File: src/rtl/smig_pkg.sv
`default_nettype none

package smig_pkg;

  // Field and register widths
  localparam int CFG_W   = 9;   // slice and stack count registers, slice and band counters
  localparam int MODE_W  = 2;
  localparam int IDX_W   = 17;  // vertex index width
  localparam int PHASE_W = 2;
  localparam int CIDX_W  = 2;   // configuration register index

  // Default bounds on the counts
  localparam int DEF_MAX_SLICES = 256;
  localparam int DEF_MAX_STACKS = 256;

  // Shape codes
  localparam logic [MODE_W-1:0] MODE_SPHERE   = 2'd0;
  localparam logic [MODE_W-1:0] MODE_CYLINDER = 2'd1;
  localparam logic [MODE_W-1:0] MODE_CONE     = 2'd2;
  localparam logic [MODE_W-1:0] MODE_CAPSULE  = 2'd3;

  // Walk phases
  localparam logic [PHASE_W-1:0] PH_NEAR = 2'd0;
  localparam logic [PHASE_W-1:0] PH_BAND = 2'd1;
  localparam logic [PHASE_W-1:0] PH_FAR  = 2'd2;

  // Configuration register indexes
  localparam logic [CIDX_W-1:0] REG_SHAPE_MODE  = 2'd0;
  localparam logic [CIDX_W-1:0] REG_SLICE_COUNT = 2'd1;
  localparam logic [CIDX_W-1:0] REG_STACK_COUNT = 2'd2;

  // Reset values of the registers
  localparam logic [MODE_W-1:0] RST_SHAPE_MODE  = MODE_SPHERE;
  localparam logic [CFG_W-1:0]  RST_SLICE_COUNT = 9'd16;
  localparam logic [CFG_W-1:0]  RST_STACK_COUNT = 9'd8;

  // First band ring of the pole-based shapes, which holds after reset
  localparam logic [IDX_W-1:0] POLE_FIRST_RING = 17'd1;

  typedef struct packed {
    logic [PHASE_W-1:0] phase;
    logic [CFG_W-1:0]   band_cnt;
    logic [CFG_W-1:0]   slice_cnt;
    logic               upper_half;
    logic [IDX_W-1:0]   band_base;
  } walk_state_t;

  typedef struct packed {
    logic [IDX_W-1:0] first_vertex;
    logic [IDX_W-1:0] second_vertex;
    logic [IDX_W-1:0] third_vertex;
    logic             last_triangle;
  } tri_word_t;

endpackage

`default_nettype wire

File: src/rtl/smig_step.sv
`default_nettype none

module smig_step
  import smig_pkg::*;
#(
  parameter int MAX_SLICES = DEF_MAX_SLICES,
  parameter int MAX_STACKS = DEF_MAX_STACKS
) (
  input  wire logic [MODE_W-1:0] shape_mode,
  input  wire logic [CFG_W-1:0]  slice_count,
  input  wire logic [CFG_W-1:0]  stack_count,
  input  wire logic              restart,
  input  wire walk_state_t       cur_state,
  output walk_state_t            nxt_state,
  output tri_word_t              tri_word
);

  localparam int RW      = CFG_W + 1;
  localparam int CNT_MAX = (2 ** CFG_W) - 1;
  localparam logic [CFG_W-1:0] SMAX =
    CFG_W'((MAX_SLICES < CNT_MAX) ? MAX_SLICES : CNT_MAX);
  localparam logic [CFG_W-1:0] TMAX =
    CFG_W'((MAX_STACKS < CNT_MAX) ? MAX_STACKS : CNT_MAX);
  localparam logic [CFG_W-1:0] SMIN = CFG_W'(3);
  localparam logic [CFG_W-1:0] TMIN = CFG_W'(2);

  logic [CFG_W-1:0]  s_eff;
  logic [CFG_W-1:0]  t_clamp;
  logic [RW-1:0]     s_w;
  logic [RW-1:0]     r_w;
  logic [RW-1:0]     t_eff;
  logic [RW-1:0]     nb;
  logic [RW-1:0]     pole_mult;
  logic [2*RW-1:0]   pole_prod;
  logic [IDX_W-1:0]  first_ring;
  logic [IDX_W-1:0]  r_idx;
  logic [IDX_W-1:0]  far_pole;
  logic [IDX_W-1:0]  far_base;
  logic [IDX_W-1:0]  lo;
  logic [IDX_W-1:0]  hi;
  logic [IDX_W-1:0]  slice_idx;
  logic [RW-1:0]     slice_inc;
  logic [RW-1:0]     band_inc;
  logic              sph_wind;
  walk_state_t       rewound;
  walk_state_t       st;

  // Effective counts after clamping and capsule rounding.
  always_comb begin
    s_eff = slice_count;
    if (s_eff < SMIN) s_eff = SMIN;
    if (s_eff > SMAX) s_eff = SMAX;
    t_clamp = stack_count;
    if (t_clamp < TMIN) t_clamp = TMIN;
    if (t_clamp > TMAX) t_clamp = TMAX;
    t_eff = {1'b0, t_clamp};
    if (shape_mode == MODE_CAPSULE && t_clamp[0]) t_eff = t_eff + RW'(1);
  end

  assign s_w   = {1'b0, s_eff};
  assign r_w   = s_w + RW'(1);
  assign r_idx = IDX_W'(r_w);

  always_comb begin
    case (shape_mode)
      MODE_SPHERE: begin
        nb        = t_eff - RW'(2);
        pole_mult = t_eff - RW'(1);
      end
      MODE_CYLINDER: begin
        nb        = t_eff;
        pole_mult = t_eff + RW'(3);
      end
      MODE_CONE: begin
        nb        = t_eff - RW'(1);
        pole_mult = t_eff + RW'(1);
      end
      default: begin
        nb        = t_eff - RW'(1);
        pole_mult = t_eff;
      end
    endcase
  end

  assign first_ring = (shape_mode == MODE_CYLINDER || shape_mode == MODE_CONE) ?
                      IDX_W'(s_eff) + IDX_W'(2) : POLE_FIRST_RING;
  assign sph_wind   = (shape_mode == MODE_SPHERE || shape_mode == MODE_CAPSULE);

  always_comb begin
    rewound            = '0;
    rewound.phase      = PH_NEAR;
    rewound.band_base  = first_ring;
  end

  assign st = restart ? rewound : cur_state;

  // Vertex arithmetic, all modulo the index width.
  assign pole_prod = (2*RW)'(pole_mult) * (2*RW)'(r_w);
  assign far_pole  = IDX_W'(pole_prod) + IDX_W'(1);
  assign slice_idx = IDX_W'(st.slice_cnt);
  assign far_base  = far_pole - r_idx + slice_idx;
  assign lo        = st.band_base + slice_idx;
  assign hi        = lo + r_idx;
  assign slice_inc = {1'b0, st.slice_cnt} + RW'(1);
  assign band_inc  = {1'b0, st.band_cnt} + RW'(1);

  always_comb begin
    tri_word.last_triangle = 1'b0;
    case (st.phase)
      PH_BAND: begin
        if (sph_wind) begin
          if (!st.upper_half) begin
            tri_word.first_vertex  = lo;
            tri_word.second_vertex = lo + IDX_W'(1);
            tri_word.third_vertex  = hi;
          end else begin
            tri_word.first_vertex  = hi;
            tri_word.second_vertex = lo + IDX_W'(1);
            tri_word.third_vertex  = hi + IDX_W'(1);
          end
        end else begin
          if (!st.upper_half) begin
            tri_word.first_vertex  = lo;
            tri_word.second_vertex = hi;
            tri_word.third_vertex  = hi + IDX_W'(1);
          end else begin
            tri_word.first_vertex  = lo;
            tri_word.second_vertex = hi + IDX_W'(1);
            tri_word.third_vertex  = lo + IDX_W'(1);
          end
        end
      end
      PH_FAR: begin
        tri_word.first_vertex = far_pole;
        if (shape_mode == MODE_SPHERE) begin
          tri_word.second_vertex = far_base;
          tri_word.third_vertex  = far_base + IDX_W'(1);
        end else begin
          tri_word.second_vertex = far_base + IDX_W'(1);
          tri_word.third_vertex  = far_base;
        end
        tri_word.last_triangle = (slice_inc >= s_w);
      end
      default: begin
        tri_word.first_vertex = '0;
        if (shape_mode == MODE_SPHERE) begin
          tri_word.second_vertex = slice_idx + IDX_W'(2);
          tri_word.third_vertex  = slice_idx + IDX_W'(1);
        end else begin
          tri_word.second_vertex = slice_idx + IDX_W'(1);
          tri_word.third_vertex  = slice_idx + IDX_W'(2);
        end
      end
    endcase
  end

  // Counter advance.
  always_comb begin
    nxt_state = st;
    case (st.phase)
      PH_BAND: begin
        if (!st.upper_half) begin
          nxt_state.upper_half = 1'b1;
        end else begin
          nxt_state.upper_half = 1'b0;
          nxt_state.slice_cnt  = slice_inc[CFG_W-1:0];
          if (slice_inc >= s_w) begin
            nxt_state.slice_cnt = '0;
            nxt_state.band_cnt  = band_inc[CFG_W-1:0];
            nxt_state.band_base = st.band_base + r_idx;
            if (band_inc >= nb) nxt_state.phase = PH_FAR;
          end
        end
      end
      PH_FAR: begin
        if (slice_inc >= s_w) begin
          nxt_state = rewound;
        end else begin
          nxt_state.slice_cnt = slice_inc[CFG_W-1:0];
        end
      end
      default: begin
        nxt_state.slice_cnt = slice_inc[CFG_W-1:0];
        nxt_state.phase     = PH_NEAR;
        if (slice_inc >= s_w) begin
          nxt_state.slice_cnt  = '0;
          nxt_state.band_cnt   = '0;
          nxt_state.upper_half = 1'b0;
          if (nb != '0) begin
            nxt_state.phase     = PH_BAND;
            nxt_state.band_base = first_ring;
          end else begin
            nxt_state.phase = PH_FAR;
          end
        end
      end
    endcase
  end

endmodule

`default_nettype wire

File: src/rtl/solid_mesh_triangle_index_generator.sv
`default_nettype none

// Triangle index generator for ring-and-slice meshes (sphere, cylinder, cone
// and capsule). Every accepted input word produces exactly one output word
// holding the three vertex indices of the next triangle and a flag on the
// final triangle of the mesh; the word after that flag starts the mesh again,
// and an input word with in_restart set rewinds the walk before its triangle
// is produced. The walk covers the near cap fan, then the quad bands (two
// triangles per quad), then the far cap fan. Throughput is one word per
// clock cycle when not stalled: the next triangle and the next counter
// values come from a single combinational pass over the walk registers,
// and the result lands in an output register as the input word is taken.
// The input side stays ready whenever that output register is empty or is
// being drained in the same cycle, so a stalled consumer holds back at most
// one word. Slice and stack counts outside their legal ranges are clamped
// before use, and the capsule rounds an odd stack count up to the next even
// one. The configuration registers should be written only while no word is
// in flight; a change part-way through a mesh takes effect on the next word.

module solid_mesh_triangle_index_generator
  import smig_pkg::*;
#(
  parameter int MAX_SLICES = DEF_MAX_SLICES,
  parameter int MAX_STACKS = DEF_MAX_STACKS
) (
  input  wire logic              clk,
  input  wire logic              rst_n,

  input  wire logic              cfg_we,
  input  wire logic [CIDX_W-1:0] cfg_index,
  input  wire logic [CFG_W-1:0]  cfg_wdata,

  input  wire logic              in_valid,
  output logic                   in_ready,
  input  wire logic              in_restart,

  output logic                   out_valid,
  input  wire logic              out_ready,
  output logic [IDX_W-1:0]       out_first_vertex,
  output logic [IDX_W-1:0]       out_second_vertex,
  output logic [IDX_W-1:0]       out_third_vertex,
  output logic                   out_last_triangle
);

  logic [MODE_W-1:0] shape_mode_r;
  logic [CFG_W-1:0]  slice_count_r;
  logic [CFG_W-1:0]  stack_count_r;

  walk_state_t       state_r;
  walk_state_t       state_nxt;
  tri_word_t         tri_nxt;
  tri_word_t         tri_r;
  logic              out_valid_r;
  logic              in_accept;

  // Configuration registers. An index beyond the list is ignored.
  always_ff @(posedge clk) begin
    if (!rst_n) begin
      shape_mode_r  <= RST_SHAPE_MODE;
      slice_count_r <= RST_SLICE_COUNT;
      stack_count_r <= RST_STACK_COUNT;
    end else if (cfg_we) begin
      case (cfg_index)
        REG_SHAPE_MODE:  shape_mode_r  <= cfg_wdata[MODE_W-1:0];
        REG_SLICE_COUNT: slice_count_r <= cfg_wdata;
        REG_STACK_COUNT: stack_count_r <= cfg_wdata;
        default: ;
      endcase
    end
  end

  // The output register can take a new word when it is empty or is being
  // emptied in this very cycle.
  assign in_ready  = !out_valid_r || out_ready;
  assign in_accept = in_valid && in_ready;

  smig_step #(
    .MAX_SLICES (MAX_SLICES),
    .MAX_STACKS (MAX_STACKS)
  ) u_step (
    .shape_mode  (shape_mode_r),
    .slice_count (slice_count_r),
    .stack_count (stack_count_r),
    .restart     (in_restart),
    .cur_state   (state_r),
    .nxt_state   (state_nxt),
    .tri_word    (tri_nxt)
  );

  // Walk state only moves when a word is taken.
  always_ff @(posedge clk) begin
    if (!rst_n) begin
      state_r <= '{phase: PH_NEAR, band_cnt: '0, slice_cnt: '0, upper_half: 1'b0,
                   band_base: POLE_FIRST_RING};
    end else if (in_accept) begin
      state_r <= state_nxt;
    end
  end

  always_ff @(posedge clk) begin
    if (!rst_n) begin
      out_valid_r <= 1'b0;
    end else if (in_accept) begin
      out_valid_r <= 1'b1;
    end else if (out_ready) begin
      out_valid_r <= 1'b0;
    end
  end

  always_ff @(posedge clk) begin
    if (in_accept) begin
      tri_r <= tri_nxt;
    end
  end

  assign out_valid         = out_valid_r;
  assign out_first_vertex  = tri_r.first_vertex;
  assign out_second_vertex = tri_r.second_vertex;
  assign out_third_vertex  = tri_r.third_vertex;
  assign out_last_triangle = tri_r.last_triangle;

endmodule

`default_nettype wire
File: config.mk
export PLATFORM = sky130hd
export DESIGN_NAME = solid_mesh_triangle_index_generator
export DESIGN_NICKNAME = d
export VERILOG_FILES = /design/src/rtl/smig_pkg.sv /design/src/rtl/smig_step.sv /design/src/rtl/solid_mesh_triangle_index_generator.sv
export SDC_FILE = /design/constraint.sdc
export NUM_CORES = 1
export LEC_CHECK = 0
export ABC_CLOCK_PERIOD_IN_PS = 9160
export BUFFER_PORTS_ARGS = -buffer_cell sky130_fd_sc_hd__buf_2
export CORE_MARGIN = 3
export CORE_UTILIZATION = 58
export DETAILED_ROUTE_END_ITERATION = 10
export PLACE_DENSITY = 0.79
export RECOVER_POWER = 100
export SETUP_SLACK_MARGIN = 0.1
export SLEW_MARGIN = 10
export SYNTH_ARGS = -nofsm -noshare
export SYNTH_HDL_FRONTEND = slang
export SYNTH_SLANG_ARGS = --single-unit
File: constraint.sdc
create_clock -name clk -period 9.16 [get_ports clk]
set_clock_uncertainty 0.1 [all_clocks]
set_input_delay 0.916 -clock clk [delete_from_list [all_inputs] [get_ports clk]]
set_output_delay 0.916 -clock clk [all_outputs]
set_load 0.05 [all_outputs]
# Word level (Yosys, flattened, before mapping)
# Index checks and enable logic that the tools add are counted.
[word_totals] register_bits=111 in_bits=17
[op_classes] addsub=20 n_mul=1 n_lt_le_gt_ge=6 eq_ne=7 n_mux=30 reduce_logical=13
[ops] cell="2-to-1 mux 34 bit" n=3
[ops] cell="2-to-1 mux 51 bit" n=2
[ops] cell="one-hot mux 51 bit (2 select lines)" n=1
[ops] cell="2-to-1 mux 38 bit" n=2
[ops] cell="one-hot mux 38 bit (2 select lines)" n=1
[ops] cell="adder 17 x 1 -> 17 bit (second input constant)" n=4
[ops] cell="2-to-1 mux 17 bit" n=4
[ops] cell="adder 9 x 1 -> 10 bit (second input constant)" n=5
[ops] cell="2-to-1 mux 9 bit" n=5
[ops] cell="2-to-1 mux 20 bit" n=2
[ops] cell="adder 17 x 10 -> 17 bit" n=2
[ops] cell="adder 17 x 9 -> 17 bit" n=2
[ops] cell="one-hot mux 10 bit (3 select lines)" n=1
[ops] cell="adder 9 x 2 -> 10 bit (second input constant)" n=2
[ops] cell="one-hot mux 10 bit (2 select lines)" n=1
[ops] cell="> comparator 9 bit (second input constant)" n=2
[ops] cell="< comparator 9 x 2 -> 1 bit (second input constant)" n=2
[ops] cell="2-to-1 mux 18 bit" n=1
[ops] cell="multiplier 10 x 10 -> 17 bit" n=1
[ops] cell="subtractor 17 x 10 -> 17 bit" n=1
[ops] cell="2-to-1 mux 11 bit" n=1
[ops] cell="adder 10 x 1 -> 10 bit (second input constant)" n=1
[ops] cell="adder 10 x 2 -> 10 bit (second input constant)" n=1
[ops] cell="greater-or-equal comparator 10 bit" n=1
[ops] cell="other kinds (15)" n=29

# Depth between registers and ports, before layout
# Gate-level depths: netlist of the first run.
[depth] depth_word=15 depth_mapped=42 ltp_nobuf=40

# Modules after synthesis
# Synthesis of the first run repeated with hierarchy kept, for this count alone.
[hier_totals] hier_cells=2132 area_unflattened_um2=16394.5
[modules_own_cells] module="smig_step" n_inst=1 cells_per_inst=1830 area_per_inst_um2=12580.8
[modules_own_cells] module="solid_mesh_triangle_index_generator" n_inst=1 cells_per_inst=302 area_per_inst_um2=3813.7

# Worst setup path before layout of the first run
# OpenSTA, ideal clock, no wires.
[synth_path] path_kind="reg-to-reg" start="reg stack_count_r[3]" end="reg tri_r (netlist bit out_second_vertex[16]) (data pin)" setup_ns=0.259 t_arrival_ns=9.355 required_ns=8.801 setup_slack_ns=-0.554 path_stages_with_launch=40 synth_period_minus_slack_ns=9.714 cell_sequence="dfxtp_1 -> or4_4 -> o31ai_1 -> nand2_1 -> inv_2 -> ha_1 -> a21oi_1 -> nor2_1 -> and3_1 -> mux2_1 -> a222oi_1 -> clkbuf_1 -> or2_1 -> fa_1 -> inv_1 -> fa_1 -> inv_1 -> fa_1 -> [... 4 more ...] -> inv_1 -> ha_1 -> clkbuf_1 -> nor2_1 -> a21oi_1 -> o21a_1 -> xnor2_1 -> ha_1 -> ha_1 -> a21o_1 -> a41oi_1 -> o31ai_1 -> and4_1 -> a2111oi_0 -> xnor2_1 -> nand4_1 -> o211a_1 -> a211o_1"
[synth_rtl] item="from (decl)" line_no="solid_mesh_triangle_index_generator.sv:47" source="logic [CFG_W-1:0] stack_count_r;"
[synth_rtl] item="from (signal assigned)" line_no="solid_mesh_triangle_index_generator.sv:66" source="REG_STACK_COUNT: stack_count_r <= cfg_wdata;"
[synth_rtl] item="to (signal assigned)" line_no="solid_mesh_triangle_index_generator.sv:112" source="tri_r <= tri_nxt;"
[synth_rtl] item="to (decl)" line_no="solid_mesh_triangle_index_generator.sv:52" source="tri_word_t tri_r;"

==> results.ini, run 1 <==
[global_route]
grt_pass1_vias = 15500
grt_max_degree = 80
track_usage = 0.355
antenna_found_initial = 0
overflow = 0
grt_pass1_wl_mm = 83.5

[synth]
synth_cells = 2041
yosysTopAreaCellShare = 0.0986
synthTopCellsByArea = ha_1 9.9%, edfxtp_1 9.8%, fa_1 9.2%
yosysSeqAreaShare = 0.173
synth_edf_count = 52
synth-seq-cells = 111
synthAdderAreaFrac = 0.193
synth-compound-area-share = 0.223
ys_top_cells_by_count = 245 x nor2_1, 177 x nand2_1, 131 x a21oi_1
async_flop_share = 0
ys_types = 96
ys_warn_count = 0
syn-cell-area_sq_um = 15900
synthXorXnorAreaFrac = 0.0900
synth_top_family_by_area = compound AO/OA/AOI/OAI gates
yosysMostFrequentCell = nor2_1
synthMuxAreaShare = 0.0478
synthFlopType = dfxtp_1
yosys.area_share.simple = 0.214
synth_top_area_cell = ha_1
syn_area_per_cell_sq_um = 7.77

[finish]
final_layout_size_suffix_gt1_frac = 0.150
fillCellCount = 2069
area_growth_syn_to_layout_pct = 15.8
fin_nets = 2394
insertedDiodeCount = 0
fin_cells = 2519

[job]
drv_cap = 2

[sta]
setup_viol_count_final = 1
slew_headroom = -1.84
finalCritPeriodShare = 1.00
hold_slack_ns = 0.371
fmax_ghz = 0.109
setup_slack_ns = -0.00945
worst_slew_pin_slew_ns = 4.26
rsz0062_at_grt = yes
fin_tns_setup_ns = -0.00945
min_period_ns = 9.17
slew_viol_final = 120
hold_viol_final = 0

[pwr]
p_per_area_nw_per_um2 = 258
leakage_nw = 7.62
ir_drop_v = 0.000264
total_power_mw = 4.73

[placed_design]
gp_congestion = 0.977
dp.final_hpwl_mm = 39.5
port_buffers = 70
placed_cells = 2456

[status]
failed_checks = capacitance limit, slew limit, setup timing
outcome = complete, but fails checks

[route]
vias = 16700
wire_per_inst_um = 21.5
antenna_left = 0
drt_iter0_drc = 2595
drt-total-wl_mm = 54.2
firstDrtPassIters = 6
viasPerCell = 6.64
drc = 0

[die]
io_pins = 71
rows = 59
coreArea_sq_um = 26500
start_util = 0.599
die_y_um = 171
die_w_um = 171
dieArea_sq_um = 29400

[setup_path]
critical_path.max_fanout = 6
slowest_stage = or4_4
cpMostUsedCell = fa_1
cp.required_ns = 9.17
cp-start-kind = flip-flop
cpPeakStageDelay_ns = 0.57
arrival_ns = 9.18
endpoint_kind = flip-flop
path_class = reg -> reg

[clock_tree]
cts_tree = yes
cts_buffer_depth = 2
cts_buffers = 9
worstSkewPairLatency_ns = 0.37
cts.htree.levels = 3
postCtsHoldBufs = 0
clk_pin_slew_ns = 0.09
cts_root_buffer = clkbuf_16
cts.sinks = 111

[min_path]
hold_class = reg -> reg

[power breakdown]
part	leakage (nW)	switching, mW	internal (mW)	total [mW]
clock	0.143	0.220	0.194	0.414
sequential	1.00	0.0137	0.548	0.562
combinational	6.47	2.01	1.74	3.75
[layer usage]
layer / up-vias / track usage / wire length, um
met1: 7847 / 0.481 / 21700
met5: - / 0 / 0
li1: 7587 / - / -
met3: 191 / 0.0444 / 5200
met2: 1098 / 0.573 / 24700
met4: 0 / 0.155 / 2650
[metrics by stage]
step	worst slack (ns)	util	area, sq um
final	-0.00945	0.693	18400
after detailed placement	-0.130	0.648	17200
after CTS	0.103	0.672	17800
after floorplan	0.111	-	16000
after global routing	-0.285	0.693	18400
after global placement	0.0510	0.648	17200
[worst max-delay path, delay by kind of cell, from the launching register on]
| kind | cells | cell delay [ns] |
|---|---|---|
| compound gates | 9 | 2.39 |
| xor+xnor | 2 | 0.35 |
| fa+ha+maj | 9 | 3.42 |
| buf+inv | 7 | 0.67 |
| flops | 1 | 0.32 |
| mux | 1 | 0.29 |
| simple gates | 8 | 1.39 |
[cell families after synthesis]
logic type,count (synthesis)
adders and majority gates,202
DFF,111
xor gates and xnor gates,163
other,2
AOI/OAI and AO/OA,530
buffers and inverters,246
and+or+nand+nor,714
muxes,73
[final timing paths]
path,startpoint,cells after the start,end,slack [ns]
worst max-delay path,stack_count_r[3],36,out_second_vertex[16],-0.009
worst min register to register,state_r[32],2,state_r[32],0.37
worst min-delay path,state_r[32],2,state_r[32],0.37
worst max register to register,stack_count_r[3],36,out_second_vertex[16],-0.009
[cells in the final DEF (no fill, tap or decap), types with 52 or more instances in the layout]
master	netlist	layout
dfxtp_1	59	57
nor2_1	245	236
buf_4	1	149
a21oi_1	131	124
xnor2_1	113	100
o21ai_0	90	86
clkbuf_1	89	59
nand2_1	177	173
inv_1	127	121
fa_1	73	72
ha_1	125	107
edfxtp_1	52	52
nand3_1	71	69
[state kept, by name, indices dropped and copies added (netlist names)]
name	flops
out_first_vertex	17
out_last_triangle	1
out_second_vertex	17
out_third_vertex	17
out_valid	1
shape_mode_r	2
slice_count_r	9
stack_count_r	9
state_r	38
[area by class of cell]
type | instances | area [sq um] | share of cell area
Multi-Input combinational cell | 1692 | 12900 | 0.704
Sequential cell | 111 | 2750 | 0.149
Timing Repair Buffer | 225 | 1450 | 0.0792
Inverter | 140 | 526 | 0.0286
Tap cell | 335 | 419 | 0.0228
Clock buffer | 10 | 229 | 0.0125
Clock inverter | 6 | 62.6 | 0.00341
[what timing repair did]
item / CTS / global route
buffers inserted: 22 / 25
resized for setup: 38 / 72
setup endpoints to repair: 8 / 19
endpoints found under the hold margin: 0 / 0
pin swaps: 43 / 59
No activity file was read; power rests on OpenSTA's default activity.
==> run 2: changes to the inputs <==
--- a/config.mk
+++ b/config.mk
@@ -6,10 +6,10 @@
 export NUM_CORES = 1
 export LEC_CHECK = 0
 export ABC_CLOCK_PERIOD_IN_PS = 9160
-export BUFFER_PORTS_ARGS = -buffer_cell sky130_fd_sc_hd__buf_2
 export CORE_MARGIN = 3
-export CORE_UTILIZATION = 58
+export CORE_UTILIZATION = 60
 export DETAILED_ROUTE_END_ITERATION = 10
+export DONT_BUFFER_PORTS = 1
 export PLACE_DENSITY = 0.79
 export RECOVER_POWER = 100
 export SETUP_SLACK_MARGIN = 0.1
==> run 2 against run 1 <==
Compared with the run above: non-clock buffer count decreased by 76; the run still ends with capacitance limit, slew limit, setup timing left; via count fell by 0.56%; register-to-register slack got worse by 0.34 ns; highest routed layer unchanged.
==> results.ini, run 2 (synthesized netlist as in run 1, its figures left out) <==
[status]
outcome = complete, but fails checks
failed_checks = capacitance limit, slew limit, setup timing

[sta]
slew_viol_final = 80  ; -33%
min_period_ns = 9.51  ; +0.337 ns
hold_viol_final = 0  ; unchanged
finalCritPeriodShare = 1.04  ; +0.0367
worst_slew_pin_slew_ns = 4.33  ; +0.0784 ns
slew_headroom = -1.89  ; -0.0522
rsz0062_at_grt = yes
setup_slack_ns = -0.346  ; -0.337 ns
setup_viol_count_final = 10  ; +9
fmax_ghz = 0.105  ; -3.5%

[die]
io_pins = 71  ; unchanged
die_y_um = 169  ; -1.6%
die_w_um = 169  ; -1.6%
start_util = 0.619  ; +0.0207
coreArea_sq_um = 25600  ; -3.3%
rows = 58  ; -1.7%
dieArea_sq_um = 28400  ; -3.2%

[clock_tree]
clk_pin_slew_ns = 0.09  ; about the same
cts.htree.levels = 3  ; unchanged
worstSkewPairLatency_ns = 0.39  ; +0.02 ns
cts_buffer_depth = 2  ; unchanged
cts.sinks = 111  ; unchanged
postCtsHoldBufs = 0  ; unchanged
cts_tree = yes
cts_buffers = 9  ; unchanged
cts_root_buffer = clkbuf_16

[setup_path]
path_buf_inv = 6  ; -1
path_class = reg -> reg
cp.required_ns = 9.18  ; about the same
critical_path.max_fanout = 4  ; -2
crit_family = adder cells
cp-start-kind = flip-flop
arrival_ns = 9.53  ; +0.35 ns
endpoint_kind = flip-flop
slowest_stage = or4_4
cpPeakStageDelay_ns = 0.58  ; about the same

[global_route]
grt_pass1_wl_mm = 84.1  ; +0.69%
antenna_found_initial = 0  ; unchanged
grt_pass1_vias = 15800  ; +2.0%
track_usage = 0.367  ; +0.0116
overflow = 0  ; unchanged
grt_max_degree = 80  ; unchanged

[finish]
area_growth_syn_to_layout_pct = 14.4
final_layout_size_suffix_gt1_frac = 0.149  ; -0.00123
fillCellCount = 1982  ; -4.2%
regMostFlops = state_r
post-route-util = 0.709  ; +0.0157
insertedDiodeCount = 0  ; unchanged
fin_nets = 2318  ; -3.2%
regArea_sq_um = 2740  ; about the same
multi_input_area_sq_um = 13000  ; +0.61%
layout_commonest_cell = nor2_1
layout_common_cells = 236 x nor2_1, 175 x nand2_1, 137 x buf_4, 124 x a21oi_1, 115 x inv_1
largest_register_ffs = 38  ; unchanged

[pwr]
power_frac_seq = 0.130  ; +0.011
leakage_nw = 7.49  ; -1.7%
internal-power_mw = 2.46  ; -0.94%
p_per_area_nw_per_um2 = 263  ; +2.3%
total_power_mw = 4.78  ; +1.1%
clockPowerShare = 0.093  ; +0.005
ir_drop_v = 0.000463  ; +75%
p_sw_frac = 0.485  ; +0.0107
power_frac_comb = 0.777  ; -0.017
p_switching_mw = 2.32  ; +3.4%

[placed_design]
gp_congestion = 0.982  ; +0.53%
dp.final_hpwl_mm = 39.5  ; about the same
port_buffers = 0  ; -100%

[route]
viasPerCell = 6.82  ; +2.7%
drt-total-wl_mm = 55.0  ; +1.5%
vias = 16600  ; -0.56%
antenna_left = 0  ; unchanged
firstDrtPassIters = 7  ; +1
wire_per_inst_um = 22.6  ; +4.8%
drc = 0  ; unchanged
drt_iter0_drc = 2486  ; -4.2%

[job]
drv_cap = 1  ; -1

[min_path]
hold_class = reg -> reg

[run 2: power groups by stage]
stage	sequential (mW)	combinational (mW)	clock, mW
CTS	0.620	3.03	0.448
finish	0.622	3.71	0.446
floorplan	0.625	1.85	0
global route	0.625	3.91	0.466
global placement	0.630	2.64	0
detailed placement	0.632	2.71	0
[run 2: routing by layer]
layer	routed length [um]	up-vias	track usage
met3	5530	245	0.0640
li1	-	7434	-
met2	24700	1128	0.586
met5	0	-	0
met1	21200	7823	0.475
met4	3580	0	0.196
[run 2: path summary, 6_finish.rpt]
kind                     from                     to  slack [ns]  cells past startpoint
max          stack_count_r[6]  out_second_vertex[16]       -0.35                     37
min               state_r[32]            state_r[32]        0.37                      2
max reg2reg  stack_count_r[6]  out_second_vertex[16]       -0.35                     37
min reg2reg       state_r[32]            state_r[32]        0.37                      2
[run 2: layout make-up]
cell class,instances,share of cell area
Clock buffer,9,0.0124
Inverter,140,0.0293
Multi-Input combinational cell,1692,0.717
Tap cell,330,0.0227
Sequential cell,111,0.151
Timing Repair Buffer,149,0.0629
Clock inverter,7,0.00503
[run 2: repair_timing]
action,CTS,global route
endpoints found under the hold margin,0,0
setup endpoints to repair,9,16
buffers inserted,20,24
gates cloned,0,0
pin swaps,45,35
gates resized for setup,65,71
[run 2: tightest hold or removal path: cells and delay by family (launching register included)]
kind / cells / cell delay [ns]
flops: 1 / 0.31
compound gates: 2 / 0.12
[run 2: through the flow]
step           setup TNS, ns  worst slack [ns]  hold slack (ns)  std cells  area, sq um
2_1_floorplan              0             0.111            0.340       2049        16000
3_3_place_gp          -0.184           -0.0770            0.351       2378        16800
3_5_place_dp           -1.29            -0.263            0.361       2378        16800
4_1_cts                    0             0.101            0.374       2414        17600
5_1_grt                -5.21            -0.602            0.408       2438        18200
6_report               -1.75            -0.346            0.374       2438        18200
